File: src/rtl/core/spts_pkg.sv
package spts_pkg;

	localparam int CHANNELS     = 8;
	localparam int COUNT_WIDTH  = 24;
	localparam int SUM_W        = 26;
	localparam int POS_W        = 16;
	localparam int FRAC_W       = 16;
	localparam int CMD_CH_W     = 3;
	localparam int SLOT_FIELD_W = 5;
	localparam int CFG_IDX_W    = 3;

	localparam int CH_W      = (CHANNELS > 1) ? $clog2(CHANNELS) : 1;
	localparam int LAST_SLOT = 2 * CHANNELS + 1;
	localparam int SLOT_W    = $clog2(LAST_SLOT + 1);
	localparam int CFG_W     = (COUNT_WIDTH > SUM_W) ? COUNT_WIDTH : SUM_W;
	localparam int ACC_W     = CFG_W + 1;
	localparam int PROD_W    = COUNT_WIDTH + 1 + POS_W;

	localparam int FIFO_DEPTH = 4;
	localparam int FIFO_AW    = 2;
	localparam int FIFO_CW    = 3;

	localparam int SLOT_SYNC      = 0;
	localparam int SLOT_SYNC_DROP = 2;

	typedef logic [COUNT_WIDTH-1:0] count_t;
	typedef logic [SUM_W-1:0]       sum_t;
	typedef logic [SLOT_W-1:0]      slot_t;

	localparam count_t MIN_RESET    = COUNT_WIDTH'(33177);
	localparam count_t MAX_RESET    = COUNT_WIDTH'(66354);
	localparam count_t CENTER_RESET = COUNT_WIDTH'(49766);
	localparam sum_t   FRAME_RESET  = SUM_W'(1293916);
	localparam count_t COUNT_MAX    = '1;
	localparam sum_t   SUM_MAX      = '1;

	localparam logic [POS_W-1:0] POS_FULL_NEG = {1'b1, {(POS_W-1){1'b0}}};

	typedef enum logic {
		CMD_TICK = 1'b0,
		CMD_SET  = 1'b1
	} command_t;

	typedef enum logic [CFG_IDX_W-1:0] {
		REG_PULSE_MIN    = 3'd0,
		REG_PULSE_MAX    = 3'd1,
		REG_PULSE_CENTER = 3'd2,
		REG_FRAME_LENGTH = 3'd3,
		REG_SYNC_DISABLE = 3'd4
	} reg_index_t;

	typedef struct packed {
		logic            en;
		logic [CH_W-1:0] addr;
		count_t          data;
	} store_wr_t;

	typedef struct packed {
		sum_t                    reload_count;
		logic                    sync_level;
		logic [SLOT_FIELD_W-1:0] slot;
		logic                    frame_end;
	} result_t;

endpackage

File: src/rtl/core/spts_if.sv
interface spts_req_if;
	logic                              valid;
	logic                              ready;
	logic                              command;
	logic [spts_pkg::CMD_CH_W-1:0]     channel;
	logic signed [spts_pkg::POS_W-1:0] position;

	modport source (output valid, output command, output channel, output position, input ready);
	modport sink (input valid, input command, input channel, input position, output ready);
endinterface

interface spts_res_if;
	logic                                valid;
	logic                                ready;
	logic [spts_pkg::SUM_W-1:0]          reload_count;
	logic                                sync_level;
	logic [spts_pkg::SLOT_FIELD_W-1:0]   slot;
	logic                                frame_end;

	modport source (output valid, output reload_count, output sync_level, output slot,
		output frame_end, input ready);
	modport sink (input valid, input reload_count, input sync_level, input slot,
		input frame_end, output ready);
endinterface

File: src/rtl/core/spts_chan_store.sv
module spts_chan_store (
	input  logic                          clk,
	input  logic                          arst_n,
	input  logic                          rd_en,
	input  logic [spts_pkg::CH_W-1:0]     rd_addr,
	input  spts_pkg::store_wr_t           wr,
	output spts_pkg::count_t              rd_data
);

	spts_pkg::count_t mem [spts_pkg::CHANNELS];
	spts_pkg::count_t mem_q;
	spts_pkg::count_t fwd_data_s1;
	logic [spts_pkg::CHANNELS-1:0] valid_q;
	logic ent_valid_s1;
	logic fwd_hit_s1;

	always_ff @(posedge clk) begin
		if (wr.en) begin
			mem[wr.addr] <= wr.data;
		end
		if (rd_en) begin
			mem_q       <= mem[rd_addr];
			fwd_data_s1 <= wr.data;
		end
	end

	always_ff @(posedge clk or negedge arst_n) begin
		if (!arst_n) begin
			valid_q      <= '0;
			ent_valid_s1 <= 1'b0;
			fwd_hit_s1   <= 1'b0;
		end else begin
			if (wr.en) begin
				valid_q[wr.addr] <= 1'b1;
			end
			if (rd_en) begin
				ent_valid_s1 <= valid_q[rd_addr];
				fwd_hit_s1   <= wr.en && (wr.addr == rd_addr);
			end
		end
	end

	always_comb begin
		if (fwd_hit_s1) begin
			rd_data = fwd_data_s1;
		end else if (ent_valid_s1) begin
			rd_data = mem_q;
		end else begin
			rd_data = spts_pkg::CENTER_RESET;
		end
	end

endmodule

File: src/rtl/core/servo_pulse_train_sequencer_core.sv
// Servo frame sequencer core.
// request carries two kinds of transaction. A set transaction (command 1)
// converts a signed Q1.15 position into a pulse count for one channel and
// yields no result. A tick transaction (command 0) closes one timer interval
// and yields exactly one result transaction: the reload count for the next
// interval, the sync pin level, the slot number and a frame-end flag.
// A frame runs over 2*CHANNELS+2 slots: a sync slot, two slots per channel,
// and a remainder slot.
// Throughput: one transaction per cycle while request.ready is high, with
// sets and ticks mixed freely. A tick's result passes through the stage-1
// registers and then the result buffer before it shows on result.
// The per-channel counts live in a one-port-read, one-port-write RAM with a
// registered read; a write-to-read forward covers back-to-back ticks and sets
// on the same channel.
// Results queue in a four-entry buffer; when result stalls, request.ready
// drops once the buffer plus the tick in flight would fill it.
// Reset: all channels read as the center count, slot 0, sync pin low,
// accumulated frame time zero, registers at their default values. Registers
// are written via wr_en/wr_index/wr_data only while idle; user-enforced.
module servo_pulse_train_sequencer_core (
	input  logic                             clk,
	input  logic                             arst_n,
	spts_req_if.sink                         request,
	spts_res_if.source                       result,
	input  logic                             wr_en,
	input  logic [spts_pkg::CFG_IDX_W-1:0]   wr_index,
	input  logic [spts_pkg::CFG_W-1:0]       wr_data
);

	spts_pkg::count_t pulse_min_q;
	spts_pkg::count_t pulse_max_q;
	spts_pkg::count_t pulse_center_q;
	spts_pkg::sum_t   frame_length_q;
	logic             sync_disable_q;

	spts_pkg::slot_t  slot_q;
	spts_pkg::sum_t   elapsed_q;
	logic             sync_q;

	logic req_fire;
	logic req_set;
	logic req_tick;
	logic set_ok;
	spts_pkg::slot_t slot_m1;
	spts_pkg::slot_t slot_ch;
	logic [spts_pkg::CH_W-1:0] rd_addr;
	logic signed [spts_pkg::COUNT_WIDTH:0]  span;
	logic signed [spts_pkg::PROD_W-1:0]     prod_c;

	logic                               valid_s1;
	spts_pkg::command_t                 cmd_s1;
	spts_pkg::slot_t                    slot_s1;
	logic                               set_ok_s1;
	logic [spts_pkg::CH_W-1:0]          set_ch_s1;
	logic [spts_pkg::CH_W-1:0]          rd_ch_s1;
	logic signed [spts_pkg::PROD_W-1:0] prod_s1;
	logic                               full_neg_s1;

	spts_pkg::count_t rd_data;
	spts_pkg::store_wr_t store_wr;

	logic signed [spts_pkg::PROD_W-1:0]      prod_sh;
	logic signed [spts_pkg::COUNT_WIDTH:0]   q_c;
	logic signed [spts_pkg::COUNT_WIDTH+1:0] t_wide;
	spts_pkg::count_t set_sat;
	spts_pkg::count_t set_val;
	spts_pkg::count_t clamped;
	logic [spts_pkg::ACC_W-1:0] acc;
	spts_pkg::sum_t   acc_sat;
	spts_pkg::sum_t   remainder;
	logic s1_tick;
	logic s1_is_sync;
	logic s1_is_last;
	logic s1_is_chan;
	logic sync_next;
	spts_pkg::result_t res;

	spts_pkg::result_t fifo_q [spts_pkg::FIFO_DEPTH];
	logic [spts_pkg::FIFO_AW-1:0] wr_ptr_q;
	logic [spts_pkg::FIFO_AW-1:0] rd_ptr_q;
	logic [spts_pkg::FIFO_CW-1:0] cnt_q;
	logic push;
	logic pop;
	spts_pkg::result_t head;

	always_ff @(posedge clk or negedge arst_n) begin
		if (!arst_n) begin
			pulse_min_q    <= spts_pkg::MIN_RESET;
			pulse_max_q    <= spts_pkg::MAX_RESET;
			pulse_center_q <= spts_pkg::CENTER_RESET;
			frame_length_q <= spts_pkg::FRAME_RESET;
			sync_disable_q <= 1'b0;
		end else if (wr_en) begin
			unique case (spts_pkg::reg_index_t'(wr_index))
				spts_pkg::REG_PULSE_MIN:    pulse_min_q    <= wr_data[spts_pkg::COUNT_WIDTH-1:0];
				spts_pkg::REG_PULSE_MAX:    pulse_max_q    <= wr_data[spts_pkg::COUNT_WIDTH-1:0];
				spts_pkg::REG_PULSE_CENTER: pulse_center_q <= wr_data[spts_pkg::COUNT_WIDTH-1:0];
				spts_pkg::REG_FRAME_LENGTH: frame_length_q <= wr_data[spts_pkg::SUM_W-1:0];
				spts_pkg::REG_SYNC_DISABLE: sync_disable_q <= wr_data[0];
				default: ;
			endcase
		end
	end

	assign req_fire = request.valid && request.ready;
	assign req_set  = spts_pkg::command_t'(request.command) == spts_pkg::CMD_SET;
	assign req_tick = req_fire && !req_set;
	assign set_ok   = 32'(request.channel) < spts_pkg::CHANNELS;

	assign slot_m1 = slot_q - spts_pkg::SLOT_W'(1);
	assign slot_ch = slot_m1 >> 1;
	assign rd_addr = (slot_ch >= spts_pkg::SLOT_W'(spts_pkg::CHANNELS))
		? spts_pkg::CH_W'(spts_pkg::CHANNELS - 1) : slot_ch[spts_pkg::CH_W-1:0];

	assign span   = signed'({1'b0, pulse_max_q}) - signed'({1'b0, pulse_min_q});
	assign prod_c = request.position * span;

	always_ff @(posedge clk or negedge arst_n) begin
		if (!arst_n) begin
			slot_q <= '0;
		end else if (req_tick) begin
			slot_q <= (slot_q == spts_pkg::SLOT_W'(spts_pkg::LAST_SLOT))
				? '0 : slot_q + spts_pkg::SLOT_W'(1);
		end
	end

	always_ff @(posedge clk or negedge arst_n) begin
		if (!arst_n) begin
			valid_s1 <= 1'b0;
		end else begin
			valid_s1 <= req_fire;
		end
	end

	always_ff @(posedge clk) begin
		if (req_fire) begin
			cmd_s1      <= spts_pkg::command_t'(request.command);
			slot_s1     <= slot_q;
			set_ok_s1   <= set_ok;
			set_ch_s1   <= spts_pkg::CH_W'(request.channel);
			rd_ch_s1    <= rd_addr;
			prod_s1     <= prod_c;
			full_neg_s1 <= request.position == spts_pkg::POS_FULL_NEG;
		end
	end

	spts_chan_store u_store (
		.clk     (clk),
		.arst_n  (arst_n),
		.rd_en   (req_tick),
		.rd_addr (rd_addr),
		.wr      (store_wr),
		.rd_data (rd_data)
	);

	assign prod_sh = prod_s1 >>> spts_pkg::FRAC_W;
	assign q_c     = prod_sh[spts_pkg::COUNT_WIDTH:0];
	assign t_wide  = signed'({2'b00, pulse_center_q}) + (spts_pkg::COUNT_WIDTH+2)'(q_c);

	always_comb begin
		if (t_wide[spts_pkg::COUNT_WIDTH+1]) begin
			set_sat = '0;
		end else if (t_wide[spts_pkg::COUNT_WIDTH]) begin
			set_sat = spts_pkg::COUNT_MAX;
		end else begin
			set_sat = t_wide[spts_pkg::COUNT_WIDTH-1:0];
		end
	end

	assign set_val = full_neg_s1 ? pulse_min_q : set_sat;

	always_comb begin
		if (rd_data < pulse_min_q) begin
			clamped = pulse_min_q;
		end else if (rd_data > pulse_max_q) begin
			clamped = pulse_max_q;
		end else begin
			clamped = rd_data;
		end
	end

	assign s1_tick    = valid_s1 && (cmd_s1 == spts_pkg::CMD_TICK);
	assign s1_is_sync = slot_s1 == spts_pkg::SLOT_W'(spts_pkg::SLOT_SYNC);
	assign s1_is_last = slot_s1 == spts_pkg::SLOT_W'(spts_pkg::LAST_SLOT);
	assign s1_is_chan = !s1_is_sync && !s1_is_last;

	assign acc     = spts_pkg::ACC_W'(elapsed_q) + spts_pkg::ACC_W'(clamped);
	assign acc_sat = (acc > spts_pkg::ACC_W'(spts_pkg::SUM_MAX))
		? spts_pkg::SUM_MAX : acc[spts_pkg::SUM_W-1:0];
	assign remainder = (frame_length_q > elapsed_q) ? frame_length_q - elapsed_q : '0;

	always_comb begin
		store_wr.en   = 1'b0;
		store_wr.addr = rd_ch_s1;
		store_wr.data = clamped;
		if (valid_s1) begin
			if (cmd_s1 == spts_pkg::CMD_SET) begin
				store_wr.en   = set_ok_s1;
				store_wr.addr = set_ch_s1;
				store_wr.data = set_val;
			end else begin
				store_wr.en = s1_is_chan;
			end
		end
	end

	always_comb begin
		sync_next = sync_q;
		if (s1_is_sync && !sync_disable_q) begin
			sync_next = 1'b1;
		end else if (slot_s1 == spts_pkg::SLOT_W'(spts_pkg::SLOT_SYNC_DROP)) begin
			sync_next = 1'b0;
		end
	end

	always_ff @(posedge clk or negedge arst_n) begin
		if (!arst_n) begin
			sync_q    <= 1'b0;
			elapsed_q <= '0;
		end else if (s1_tick) begin
			sync_q <= sync_next;
			if (s1_is_last) begin
				elapsed_q <= '0;
			end else if (s1_is_chan) begin
				elapsed_q <= acc_sat;
			end
		end
	end

	always_comb begin
		if (s1_is_sync) begin
			res.reload_count = spts_pkg::SUM_W'(pulse_center_q);
		end else if (s1_is_last) begin
			res.reload_count = remainder;
		end else begin
			res.reload_count = spts_pkg::SUM_W'(clamped);
		end
		res.sync_level = sync_next;
		res.slot       = spts_pkg::SLOT_FIELD_W'(slot_s1);
		res.frame_end  = s1_is_last;
	end

	assign push = s1_tick;
	assign pop  = result.valid && result.ready;

	always_ff @(posedge clk) begin
		if (push) begin
			fifo_q[wr_ptr_q] <= res;
		end
	end

	always_ff @(posedge clk or negedge arst_n) begin
		if (!arst_n) begin
			wr_ptr_q <= '0;
			rd_ptr_q <= '0;
			cnt_q    <= '0;
		end else begin
			if (push) begin
				wr_ptr_q <= wr_ptr_q + spts_pkg::FIFO_AW'(1);
			end
			if (pop) begin
				rd_ptr_q <= rd_ptr_q + spts_pkg::FIFO_AW'(1);
			end
			cnt_q <= cnt_q + spts_pkg::FIFO_CW'(push) - spts_pkg::FIFO_CW'(pop);
		end
	end

	assign head = fifo_q[rd_ptr_q];

	assign request.ready = ({1'b0, cnt_q} + (spts_pkg::FIFO_CW+1)'(s1_tick))
		< (spts_pkg::FIFO_CW+1)'(spts_pkg::FIFO_DEPTH);

	assign result.valid        = cnt_q != '0;
	assign result.reload_count = head.reload_count;
	assign result.sync_level   = head.sync_level;
	assign result.slot         = head.slot;
	assign result.frame_end    = head.frame_end;

endmodule
File: src/flat_wrapper.sv
// flat-port wrapper written by rule: the top's interface ports become plain ports
module servo_pulse_train_sequencer_core_flat 
  (clk, arst_n, wr_en, wr_index, wr_data, request_valid, request_command, request_channel, request_position, request_ready, result_valid, result_reload_count, result_sync_level, result_slot, result_frame_end, result_ready);
  spts_req_if request_i ();
  spts_res_if result_i ();
  input  logic clk;
  input  logic arst_n;
  input  logic wr_en;
  input  logic [spts_pkg::CFG_IDX_W-1:0] wr_index;
  input  logic [spts_pkg::CFG_W-1:0] wr_data;
  input wire logic [$bits(request_i.valid)-1:0] request_valid;
  input wire logic [$bits(request_i.command)-1:0] request_command;
  input wire logic [$bits(request_i.channel)-1:0] request_channel;
  input wire logic [$bits(request_i.position)-1:0] request_position;
  output wire logic [$bits(request_i.ready)-1:0] request_ready;
  output wire logic [$bits(result_i.valid)-1:0] result_valid;
  output wire logic [$bits(result_i.reload_count)-1:0] result_reload_count;
  output wire logic [$bits(result_i.sync_level)-1:0] result_sync_level;
  output wire logic [$bits(result_i.slot)-1:0] result_slot;
  output wire logic [$bits(result_i.frame_end)-1:0] result_frame_end;
  input wire logic [$bits(result_i.ready)-1:0] result_ready;
  assign request_i.valid = request_valid;
  assign request_i.command = request_command;
  assign request_i.channel = request_channel;
  assign request_i.position = request_position;
  assign request_ready = request_i.ready;
  assign result_valid = result_i.valid;
  assign result_reload_count = result_i.reload_count;
  assign result_sync_level = result_i.sync_level;
  assign result_slot = result_i.slot;
  assign result_frame_end = result_i.frame_end;
  assign result_i.ready = result_ready;
  servo_pulse_train_sequencer_core u_core (.clk(clk), .arst_n(arst_n), .request(request_i), .result(result_i), .wr_en(wr_en), .wr_index(wr_index), .wr_data(wr_data));
endmodule
File: config.mk
export PLATFORM = sky130hd
export DESIGN_NAME = servo_pulse_train_sequencer_core_flat
export DESIGN_NICKNAME = d
export VERILOG_FILES = /design/src/rtl/core/spts_pkg.sv /design/src/rtl/core/spts_if.sv /design/src/rtl/core/spts_chan_store.sv /design/src/rtl/core/servo_pulse_train_sequencer_core.sv /design/src/flat_wrapper.sv
export SDC_FILE = /design/constraint.sdc
export NUM_CORES = 2
export LEC_CHECK = 0
export ABC_AREA = 1
export BUFFER_PORTS_ARGS = -buffer_cell sky130_fd_sc_hd__buf_2
export CORE_ASPECT_RATIO = 0.75
export CORE_MARGIN = 2
export CORE_UTILIZATION = 40
export DETAILED_ROUTE_END_ITERATION = 12
export PLACE_DENSITY_LB_ADDON = 0.1
export SLEW_MARGIN = 20
export SYNTH_ARGS = -nofsm -noshare
export SYNTH_HDL_FRONTEND = slang
export SYNTH_SLANG_ARGS = --single-unit
File: constraint.sdc
create_clock -name clk -period 7.35 [get_ports clk]
set_input_delay 0.735 -clock clk [delete_from_list [all_inputs] [get_ports clk]]
set_output_delay 0.735 -clock clk [all_outputs]
set_load 0.01 [all_outputs]
**Word level (Yosys, flattened, before mapping)**

Memory sizes are Yosys's and may differ from the RTL's. A register that Yosys moved wholly into a read port is not among the register bits.
Cells that the tools add are included.

- Memory bits (writable): 324
- Bits in registers: 227
- Word-level logic and storage cells: 106
- ROM bits: 0
- Latch bits: 0
- Memories: 2
- Output and inout bits: 35

Memories:

| name | words | bits a word | read ports | clocked after Yosys merged registers in | wr ports | line | text |
|---|---|---|---|---|---|---|---|
| u_core.u_store.mem | 8 | 24 | 1 | 1 | 1 | spts_chan_store.sv:10 | `spts_pkg::count_t mem [spts_pkg::CHANNELS];` |
| u_core.fifo_q | 4 | 33 | 1 | 0 | 1 | servo_pulse_train_sequencer_core.sv:78 | `spts_pkg::result_t fifo_q [spts_pkg::FIFO_DEPTH];` |

- Bitwise logic cells: 2
- $add $sub $neg: 11
- Equal/unequal tests: 9
- Magnitude comparators: 9
- Muxes and demuxes: 28
- Divide/modulo/power cells: 0
- Shifts and indexed selects: 0
- $mul: 1
- Reduce and logical (&&, ||, !) cells: 22

Operators by type and width:

| kind | number |
|---|---|
| two-way mux 24 bit | 7 |
| two-way mux 26 bit | 6 |
| multiplier 16 x 25 -> 41 bit | 1 |
| two-way mux 28 bit | 1 |
| adder 26 x 24 -> 27 bit | 1 |
| > comparator 27 x 26 -> 1 bit, second input constant | 1 |
| two-way mux 27 bit | 1 |
| adder 25 x 25 -> 26 bit | 1 |
| > comparator 26 bit | 1 |
| subtractor 26 bit | 1 |
| subtractor 24 x 24 -> 25 bit | 1 |
| > comparator 24 bit | 1 |
| less-than comparator 24 bit | 1 |
| equality test 16 bit, second input constant | 1 |
| AND reduction 2 bit | 6 |
| equality test 5 bit, second input constant | 2 |
| two-way mux 1 bit | 9 |
| logical AND 1 bit | 8 |
| less-than comparator 3 x 4 -> 1 bit, second input constant | 2 |
| OR 8 bit | 1 |
| equality test 3 x 2 -> 1 bit, second input constant | 2 |
| adder 5 x 1 -> 5 bit, second input constant | 1 |
| equality test 5 x 2 -> 1 bit, second input constant | 1 |
| zero test 5 bit | 1 |
| other kinds (20) | 24 |

**Depth between registers and ports, before layout**

- Depth in word-level cells: 12
- Gate-level depth with buffers: 36
- Mapped depth without buffers: 36

**Modules after synthesis**

From an unflattened synthesis, not the netlist that was laid out.

- Cell total of the unflattened synthesis: 5495
- Area, all modules: 45971.6 µm²

Modules (own cells, without submodules):

| module | area an instance (µm²) | cells each | times used | seq. area each (µm²) |
|---|---|---|---|---|
| servo_pulse_train_sequencer_core | 36321.1 | 4782 | 1 | 8623.3 |
| spts_chan_store | 9650.5 | 713 | 1 | 7457.2 |

**Worst setup path after synthesis**

No wires, ideal clock.

- Path type: reg-to-reg
- Start point: reg u_core.pulse_min_q[0]
- End point: reg u_core.prod_s1[40] (netlist bit), data pin
- Arrival time: 7.126 ns
- Stages on the path, launching flop included: 31
- Buffers on the path: 0
- Clock period less this slack: 7.380 ns
- Slack: -0.030 ns
- Required time: 7.096 ns
- Cell sequence: dfstp_2 > ha_1 > inv_1 > fa_1 > nand3_1 > nand3_2 > a21boi_2 > o21ai_2 > nand3_2 > nand3_2 > nor2_1 > inv_1 > fa_1 > inv_1 > fa_1 > inv_1 > fa_1 > inv_1 > fa_1 > inv_1 > fa_1 > fa_1 > inv_1 > ha_1 > inv_1 > nor3_1 > inv_1 > nor3_1 > nand4_1 > nand4_1 > nand2_1

- Word-level cells in the longest chain between the ends: 2

RTL lines:

| element | line | text |
|---|---|---|
| start, declared | servo_pulse_train_sequencer_core.sv:30 | `spts_pkg::count_t pulse_min_q;` |
| start signal, assigned | servo_pulse_train_sequencer_core.sv:88 | `pulse_min_q <= spts_pkg::MIN_RESET;` |
| start signal, assigned | servo_pulse_train_sequencer_core.sv:95 | `spts_pkg::REG_PULSE_MIN: pulse_min_q <= wr_data[spts_pkg::COUNT_WIDTH-1:0];` |
| subtractor 24 x 24 -> 25 bit | servo_pulse_train_sequencer_core.sv:115 | `assign span = signed'({1'b0, pulse_max_q}) - signed'({1'b0, pulse_min_q});` |
| multiplier 16 x 25 -> 41 bit | servo_pulse_train_sequencer_core.sv:116 | `assign prod_c = request.position * span;` |
| net u_core.prod_c, one bit | servo_pulse_train_sequencer_core.sv:48 | `logic signed [spts_pkg::PROD_W-1:0] prod_c;` |
| end signal, assigned | servo_pulse_train_sequencer_core.sv:142 | `prod_s1 <= prod_c;` |
| end, declared | servo_pulse_train_sequencer_core.sv:56 | `logic signed [spts_pkg::PROD_W-1:0] prod_s1;` |

The timed path passes the listed nets, and every way through them passes these cells.
A chain may end at the register's enable or synchronous reset.

**Worst setup path after layout**

- Start point: reg u_core.pulse_min_q[0]
- End point: reg u_core.prod_s1[36] (netlist bit), data pin

The elaborated chain is that of the path after synthesis.

==> run summary <==
Hold_buf cts = 0
Crit path capture type = flop
Routed WL = 161800 µm
Max cap viols = 0
Clock Latency Late Sink = 0.64 ns
Crit Path Max Fanout = 8
Clock sink total = 559
Die Wd = 395.3 µm
Drt initial violations = 4064
Synth cell types = 60
Outcome = finished clean
Fmax achieved = 0.1377 GHz
Utilization after layout = 0.4801
Setup violators final = 0
Port Buffers = 88
Vias in the first global route = 37200
Critical path arrival = 7.64 ns
Worst EP required = 7.73 ns
#FFs+latches synth = 559
Clock-pin slew on the worst setup and hold paths = 0.08 ns
H-tree lvl count = 2
Area Overhead vs Synth = 18.83%
DP HPWL = 126700 µm
Hold Path Class = in -> async
First-pass GRT wire length = 242700 µm
Max Transition Viols Final = 0
Slowest cell on the critical path = dfstp_2
DIE HEIGHT = 297.4 µm
Die ar. = 117600 µm²
Drt wl/cell = 21.73 µm
Kind of critical path = reg -> reg
CTS tree = done
Register area share after synthesis = 0.3502
Main flop type after synthesis = edfxtp_1
Post-synthesis cell area = 45920 µm²
Largest stage delay, worst path = 0.56 ns
Startpoint types = flop
# IOs = 89
Clock Skews = 0.03440 ns
Final Hold Fails = 0
Largest net degree at the start of global routing = 67
Fin crit period = 7.263 ns
RSZ-0062 raised after global routing = yes
GR Overflow Total = 0
Via Count = 39094
GRT Util Overall = 0.2723
Avg Cell Area, Syn = 8.388 µm²
Via density = 5.251
Initial core utilization = 0.4040
Detailed Routing Iterations Pass 1 = 6
Residual DRC count = 0
Synthesized net count = 6173
Slew HR = 0.2398
Initial antenna violation count = 6
Yosys warnings = 0
Post-synth ARST share = 0.2665
Post-Syn Instances = 5475
Final GP Congestion = 0.9777
Worst-margin pin slew = 1.133 ns
Fin crit share = 0.9881
Rows = 107
Core area = 113700 µm²
ANT nets after route = 0
Share of cells above drive strength 1 = 0.1736
Final #Nets = 6572
Clock Path Buffers = 3
Post-synth EDFFs = 410
Fill cells = 11089
CTS Root Cell = clkbuf_16
Most frequent CP cell = fa_1
CTS Buf Count = 53
flip-flops by register name, summed over array words and instances (netlist names), 5 cells and up:
signal,count
u_core.pulse_min_q,24
u_core.fifo_q,132
u_core.slot_q,5
u_core.pulse_center_q,24
u_core.u_store.mem_q,24
u_core.prod_s1,25
u_core.u_store.valid_q,8
u_core.frame_length_q,26
u_core.elapsed_q,26
u_core.u_store.fwd_data_s1,24
u_core.u_store.mem,192
u_core.pulse_max_q,24
u_core.slot_s1,5
routing by layer:
layer / part of all wire / global-route usage
met5: 0.00062 / 0
met4: 0.015 / 0.04017
met3: 0.097 / 0.05719
met2: 0.38 / 0.3568
met1: 0.51 / 0.4544
cell usage in the layout, fill, tap and decap left out, types with 12 or more instances in the layout:
cell type | synthesis | routed
nor2_1 | 535 | 464
fa_2 | 0 | 18
nand4_1 | 48 | 48
a22oi_1 | 16 | 16
ha_1 | 251 | 206
buf_4 | 18 | 409
clkinv_1 | 7 | 14
edfxtp_1 | 410 | 410
o22ai_1 | 90 | 90
or2_2 | 20 | 18
xnor2_1 | 22 | 18
o21bai_1 | 21 | 16
buf_2 | 26 | 87
nand3_1 | 333 | 321
ha_4 | 0 | 37
xor2_1 | 62 | 58
inv_2 | 4 | 40
dfrtp_1 | 117 | 116
o21ai_1 | 1 | 18
nor2_2 | 2 | 50
buf_6 | 8 | 17
dfstp_2 | 32 | 32
a21oi_1 | 185 | 149
nand2_2 | 11 | 38
inv_1 | 934 | 889
fa_1 | 393 | 375
nor2_4 | 1 | 24
o21ai_0 | 381 | 357
nand3_2 | 3 | 12
a21oi_2 | 1 | 29
nand2_1 | 1276 | 1240
a21o_1 | 21 | 21
nor3_1 | 27 | 19
clkbuf_16 | 0 | 57
buf_12 | 0 | 17
stage by stage:
| stage | hold WS (ns) | setup TNS (ns) | cell area, µm² | setup WS (ns) | cells |
|---|---|---|---|---|---|
| detailed placement | 0.4489 | -2.854 | 50710 | -0.3700 | 7306 |
| global placement | 0.4435 | -1.690 | 50710 | -0.2816 | 7306 |
| global route | 0.03716 | -0.9191 | 54570 | -0.1601 | 7443 |
| CTS | 0.02163 | -0.01275 | 52680 | -0.007335 | 7405 |
| floorplan | 0.4274 | 0 | 45930 | 0.03926 | 5475 |
| finish | 0.02126 | 0 | 54570 | 0.08718 | 7445 |
kinds of logic (layout without fill, tap and decap cells):
family / after synthesis / count (layout) / share of synthesized area
multiplexers: 3 / 3 / 0.0007083
XOR/XNOR: 87 / 87 / 0.01733
buffers and inverters: 1136 / 1578 / 0.09642
AO/OA/AOI/OAI: 761 / 761 / 0.09122
other: 0 / 2 / 0
AND/OR/NAND/NOR: 2285 / 2285 / 0.2045
adder cells (fa/ha/maj): 644 / 644 / 0.2397
flip-flops: 559 / 559 / 0.3502
cell type report:
class,instances,area [µm²],area share
antenna,2,5.005,0.00009171
clock buffer,63,1426,0.02614
clock inverter,35,384.1,0.007039
inverter,946,3586,0.06571
multi-input combinational,3780,27060,0.4959
sequential,559,16080,0.2947
tap,1526,1909,0.03499
timing repair buffer,534,4118,0.07545
synthesized netlist by cell type (32+ instances only):
cell type	count	area, µm²
dfrtp_1	117	2928
o21ai_0	381	1907
inv_1	934	3506
clkbuf_1	134	503.0
nor2_1	535	2008
dfstp_2	32	840.8
edfxtp_1	410	12310
o22ai_1	90	563.0
nand2_1	1276	4790
fa_1	393	7868
ha_1	251	3141
nand4_1	48	300.3
nand3_1	333	1667
xor2_1	62	543.0
a21oi_1	185	925.9
path summary, 6_finish.rpt:
kind	start	end	slack, ns	cells past startpoint
setup reg to reg	u_core.pulse_min_q[0]	u_core.prod_s1[36]	0.09	29
hold reg to reg	u_core.u_store.valid_q[2]	u_core.u_store.valid_q[2]	0.46	1
hold / removal	arst_n	u_core.frame_length_q[23]	0.02	1
setup / recovery	u_core.pulse_min_q[0]	u_core.prod_s1[36]	0.09	29
min in group clk	request_channel[2]	u_core.set_ch_s1[2]	0.29	1
max in group asynchronous	arst_n	u_core.rd_ptr_q[0]	5.98	2
worst max-delay path: cells and delay by family, from the launching register on:
| kind | cells | cell delay (ns) |
|---|---|---|
| adder cells (fa/ha/maj) | 9 | 3.90 |
| AO/OA/AOI/OAI | 5 | 0.89 |
| AND/OR/NAND/NOR | 6 | 0.81 |
| buffers and inverters | 8 | 0.70 |
| flip-flops | 1 | 0.56 |
| XOR/XNOR | 1 | 0.17 |
what timing repair did:
| item | 4_1_cts | 5_1_grt |
|---|---|---|
| pin swaps | 0 | 122 |
| setup endpoints to repair | 21 | 25 |
| gates cloned | 0 | 3 |
| resized for setup | 37 | 382 |
| setup buffers | 1 | 35 |
| hold endpoints to repair | 0 | 0 |
Power is not shown: default switching activity piles up to over one toggle a cycle in this logic, so the estimate is an artifact.
